===== src/hdl/psl_pkg.sv =====
// package for the positional sorted list engine
// holds command and status codes and the per-cell control struct; no dependencies
`default_nettype none

package psl_pkg;

   localparam int CMD_W    = 4;
   localparam int STATUS_W = 2;

   localparam logic [CMD_W-1:0] CMD_INS_FRONT  = 4'd0;
   localparam logic [CMD_W-1:0] CMD_INS_BACK   = 4'd1;
   localparam logic [CMD_W-1:0] CMD_INS_POS    = 4'd2;
   localparam logic [CMD_W-1:0] CMD_INS_SORTED = 4'd3;
   localparam logic [CMD_W-1:0] CMD_RD_FIRST   = 4'd4;
   localparam logic [CMD_W-1:0] CMD_RD_LAST    = 4'd5;
   localparam logic [CMD_W-1:0] CMD_RD_POS     = 4'd6;
   localparam logic [CMD_W-1:0] CMD_RM_FRONT   = 4'd7;
   localparam logic [CMD_W-1:0] CMD_RM_BACK    = 4'd8;
   localparam logic [CMD_W-1:0] CMD_RM_POS     = 4'd9;

   localparam logic [STATUS_W-1:0] ST_OK    = 2'd0;
   localparam logic [STATUS_W-1:0] ST_EMPTY = 2'd1;
   localparam logic [STATUS_W-1:0] ST_RANGE = 2'd2;
   localparam logic [STATUS_W-1:0] ST_FULL  = 2'd3;

   typedef struct packed {
      logic load;
      logic take_left;
      logic take_right;
      logic select;
   } cell_ctl_type;

endpackage

`default_nettype wire


===== src/hdl/psl_cell.sv =====
// one list cell: holds a word, shifts to/from its neighbors, compares against the key
// depends on psl_pkg for cell_ctl_type
`default_nettype none

module psl_cell #(
   parameter int DATA_WIDTH = 32
) (
   input  wire                          clock,
   input  wire psl_pkg::cell_ctl_type   ctl,
   input  wire logic [DATA_WIDTH-1:0]   left_value,
   input  wire logic [DATA_WIDTH-1:0]   right_value,
   input  wire logic [DATA_WIDTH-1:0]   new_value,
   output logic      [DATA_WIDTH-1:0]   value,
   output logic                         greater,
   output logic      [DATA_WIDTH-1:0]   sel_value
);

   logic [DATA_WIDTH-1:0] value_ff;
   logic [DATA_WIDTH-1:0] value_in;

   always_comb begin
      if (ctl.load) begin
         value_in = new_value;
      end else if (ctl.take_left) begin
         value_in = left_value;
      end else if (ctl.take_right) begin
         value_in = right_value;
      end else begin
         value_in = value_ff;
      end
   end

   always_ff @(posedge clock) begin
      value_ff <= value_in;
   end

   assign value     = value_ff;
   assign greater   = $signed(value_ff) > $signed(new_value);
   assign sel_value = ctl.select ? value_ff : '0;

endmodule

`default_nettype wire


===== config.mk =====
export PLATFORM = sky130hd
export DESIGN_NAME = psl_cell
export DESIGN_NICKNAME = d
export VERILOG_FILES = /design/src/hdl/psl_pkg.sv /design/src/hdl/psl_cell.sv
export SDC_FILE = /design/constraint.sdc
export NUM_CORES = 1
export LEC_CHECK = 0
export BUFFER_PORTS_ARGS = -buffer_cell sky130_fd_sc_hd__buf_2
export CAP_MARGIN = 15
export CORE_UTILIZATION = 39
export CTS_CLUSTER_DIAMETER = 50
export DETAILED_ROUTE_END_ITERATION = 7
export PLACE_DENSITY = 0.86
export SETUP_SLACK_MARGIN = 0.1
export SYNTH_ARGS = -nofsm -noshare
export SYNTH_HDL_FRONTEND = slang
export SYNTH_SLANG_ARGS = --single-unit

===== constraint.sdc =====
create_clock -name clock -period 1.8 [get_ports clock]
set_input_delay 0.09 -clock clock [delete_from_list [all_inputs] [get_ports clock]]
set_output_delay 0.09 -clock clock [all_outputs]
set_load 0.01 [all_outputs]

==> flow_summary.toml <==
[synthesis]
syn_inst = 288
ys_seq_area_share_pct = 36.6
synth_fp_nets = 421
yosys.area_share.simple_pct = 16.7
synth_top_family_by_area = "simple AND/OR/NAND/NOR gates"
avgSynthCellArea_um2 = 9.13
netlist_area_mm2 = 0.00263
synth-adder-area-share_pct = 15.2
ys_ff_latch = 32
synth.distinct_cells = 24
synth_compound_area_share_pct = 12.3
synthXorXnorAreaFrac_pct = 0
synthMuxAreaShare_pct = 12.6
yosysWarnings = 0

[critical_path]
critPathMaxFanout = 2
required_ps = 1710
crit_buf_inv = 2
path_cells = "ha_4 -> nand2_2 -> buf_4 -> nor4_4 -> a21boi_2 -> o31ai_2 -> o2111ai_1 -> mux2i_1 -> buf_2"
critical_path.max_stage_delay_ps = 460
path_delay_family = "flip-flops"
path_class = "reg -> out"
worst-endpoint-arrival_ps = 2250
start_kind = "register"
cp_slowest_cell = "edfxtp_1"
end_kind = "primary output"

[floorplanning]
die_w_um = 84.1
dieArea_mm2 = 0.00707
coreArea_mm2 = 0.00642
initial_core_util_pct = 40.9
num_rows = 29
ios = 166
fp.dieH_um = 84.1

[place]
preCtsSetupSlack_ps = -232
io_buffers = 165
placed_cell_area_mm2 = 0.00384
dp_hpwl_mm = 6.33
place_inst = 558
finalWeightedCongestion = 0.767

[grt]
grt_pass1_wl_mm = 12.1
grt_pass1_vias = 2778
grt_max_degree = 34
antenna_found_initial = 0
grtUsageTotal_pct = 21.7
grt_overflow = 0

[pwr]
power_density_mw_per_mm2 = 619
combPwrFrac_pct = 39.2
p_switching_uw = 786
max-vdd-ir-drop_v = 0.000474
leakagePower_nw = 2.20
power_mw = 2.48
p_int_mw = 1.69
clock_power_share_pct = 21.3
seqPwrFrac_pct = 39.5
switching_share_pct = 31.7

[sta]
maxSlewHeadroom_pct = 70.5
period_share_pct = 130
drv_slew = 0
rsz0062_at_grt = "true"
fmax_mhz = 428
worst_pin_slew_ps = 443
tns_ps = -535
fin_crit_ps = 2340
setup_slack_ps = -535
setup_viol = 1
hold_viol_final = 0

[clocking]
cts_made_buffers = 5
cts.htree.levels = 2
root_buffer = "clkbuf_8"
cts_max_path_buffers = 2
cts_tree = "yes"
cts_hold_buf = 0
clkTransAtPathRegs_ps = 70
cts.sinks = 32

[status]
status = "finished, violations left"
violations = "DRC, setup timing"

[final_layout]
final_cell_area_mm2 = 0.00400
nets = 624
antenna_cells = 0
largest_register_ff_count = 32
area_growth_pct = 52.1
finalNonFillerCells = 569
drive_gt1_share_pct = 46.1
n_fill_cell = 557

[routing]
first_iter_violations = 95
drc_errors = 24
ant_nets = 0
wirelength_mm = 7.57
wl_per_cell_um = 13.3
vias_per_cell = 4.93
drt_pass1_iterations = 7
vias = 2807

[worst_hold_path]
hp-class = "in -> reg"

[flow_run]
drv_cap = 0
synth_stat cells:
cell / instances / share of area [%]
inv_1: 32 / 4.6
mux2i_1: 33 / 13
a21oi_1: 11 / 2.1
o2111ai_1: 1 / 0.33
a21oi_2: 1 / 0.33
o211ai_1: 1 / 0.29
o31ai_1: 1 / 0.29
and2_1: 32 / 7.6
nand4_1: 7 / 1.7
buf_2: 3 / 0.57
clkbuf_1: 11 / 1.6
nand2_1: 38 / 5.4
a221o_1: 1 / 0.38
a21boi_1: 1 / 0.29
o21ai_0: 36 / 6.9
edfxtp_1: 32 / 37
nor2b_1: 1 / 0.24
nor4_1: 2 / 0.48
ha_1: 32 / 15
a211oi_1: 1 / 0.29
nand3_1: 3 / 0.57
or3_1: 1 / 0.24
a21o_1: 4 / 1.1
nor2_1: 3 / 0.43
timing repair:
item / in CTS / in global routing
endpoints found under the setup margin: 1 / 1
gates resized for setup: 0 / 6
pin swaps: 0 / 5
setup buffers: 0 / 3
gates cloned: 0 / 0
metal layers:
layer	track usage, %	vias to the layer above	wire length, um
met5	0	-	0
met4	5.33	0	51
met3	3.76	5	465
met2	45.2	118	4220
met1	21.8	1270	2840
li1	-	1414	-
final cells by class:
| type | count | area, um^2 | share of cell area (%) |
|---|---|---|---|
| clock buffer | 5 | 68.8 | 1.72 |
| clock inverter | 3 | 13.8 | 0.344 |
| inverter | 32 | 120 | 3.00 |
| multi-input combinational | 210 | 1570 | 39.4 |
| sequential | 32 | 961 | 24.0 |
| tap | 77 | 96.3 | 2.41 |
| timing repair buffer | 210 | 1160 | 29.1 |
cells in the final DEF (no fill, tap or decap), drive strengths merged:
cell     count
mux2i       33
a21o         4
a21boi       1
nor4         2
nor2         3
edfxtp      32
nand3        3
a21oi       12
and2        32
ha          32
nor2b        1
inv         32
o211ai       1
a211oi       1
buf        210
or3          1
o31ai        1
o2111ai      1
nand4        7
clkbuf       5
clkinv       3
o21ai       36
a221o        1
nand2       38
power by group through the flow:
| stage | clock network, mW | logic, mW | registers (mW) |
|---|---|---|---|
| 2_1_floorplan | 0 | 0.402 | 1.04 |
| 3_3_place_gp | 0 | 0.916 | 0.982 |
| 3_5_place_dp | 0 | 0.945 | 0.994 |
| 4_1_cts | 0.545 | 0.949 | 0.978 |
| 5_1_grt | 0.574 | 1.08 | 0.989 |
| 6_report | 0.528 | 0.970 | 0.979 |
cell families (layout without fill, tap and decap cells):
logic type	count (synthesis)	after routing
flip-flops	32	32
buffers and inverters	46	250
multiplexers	33	33
AO/OA/AOI/OAI	58	58
AND/OR/NAND/NOR	87	87
adder cells (fa/ha/maj)	32	32
stage by stage:
stage                     hold WS [ps]  utilization [%]
after floorplan                    277                -
after global placement             382             59.9
after detailed placement           390             59.9
after CTS                         94.4             61.2
after global routing              94.7             62.2
final                             98.9             62.2
path summary, 6_finish.rpt:
| check | slack, ps | start | to | depth (start not counted) |
|---|---|---|---|---|
| worst max-delay path | -540 | value[7] | greater | 9 |
| worst min-delay path | 100 | new_value[28] | value[28] | 3 |
Power figures use the tool's default switching activity.
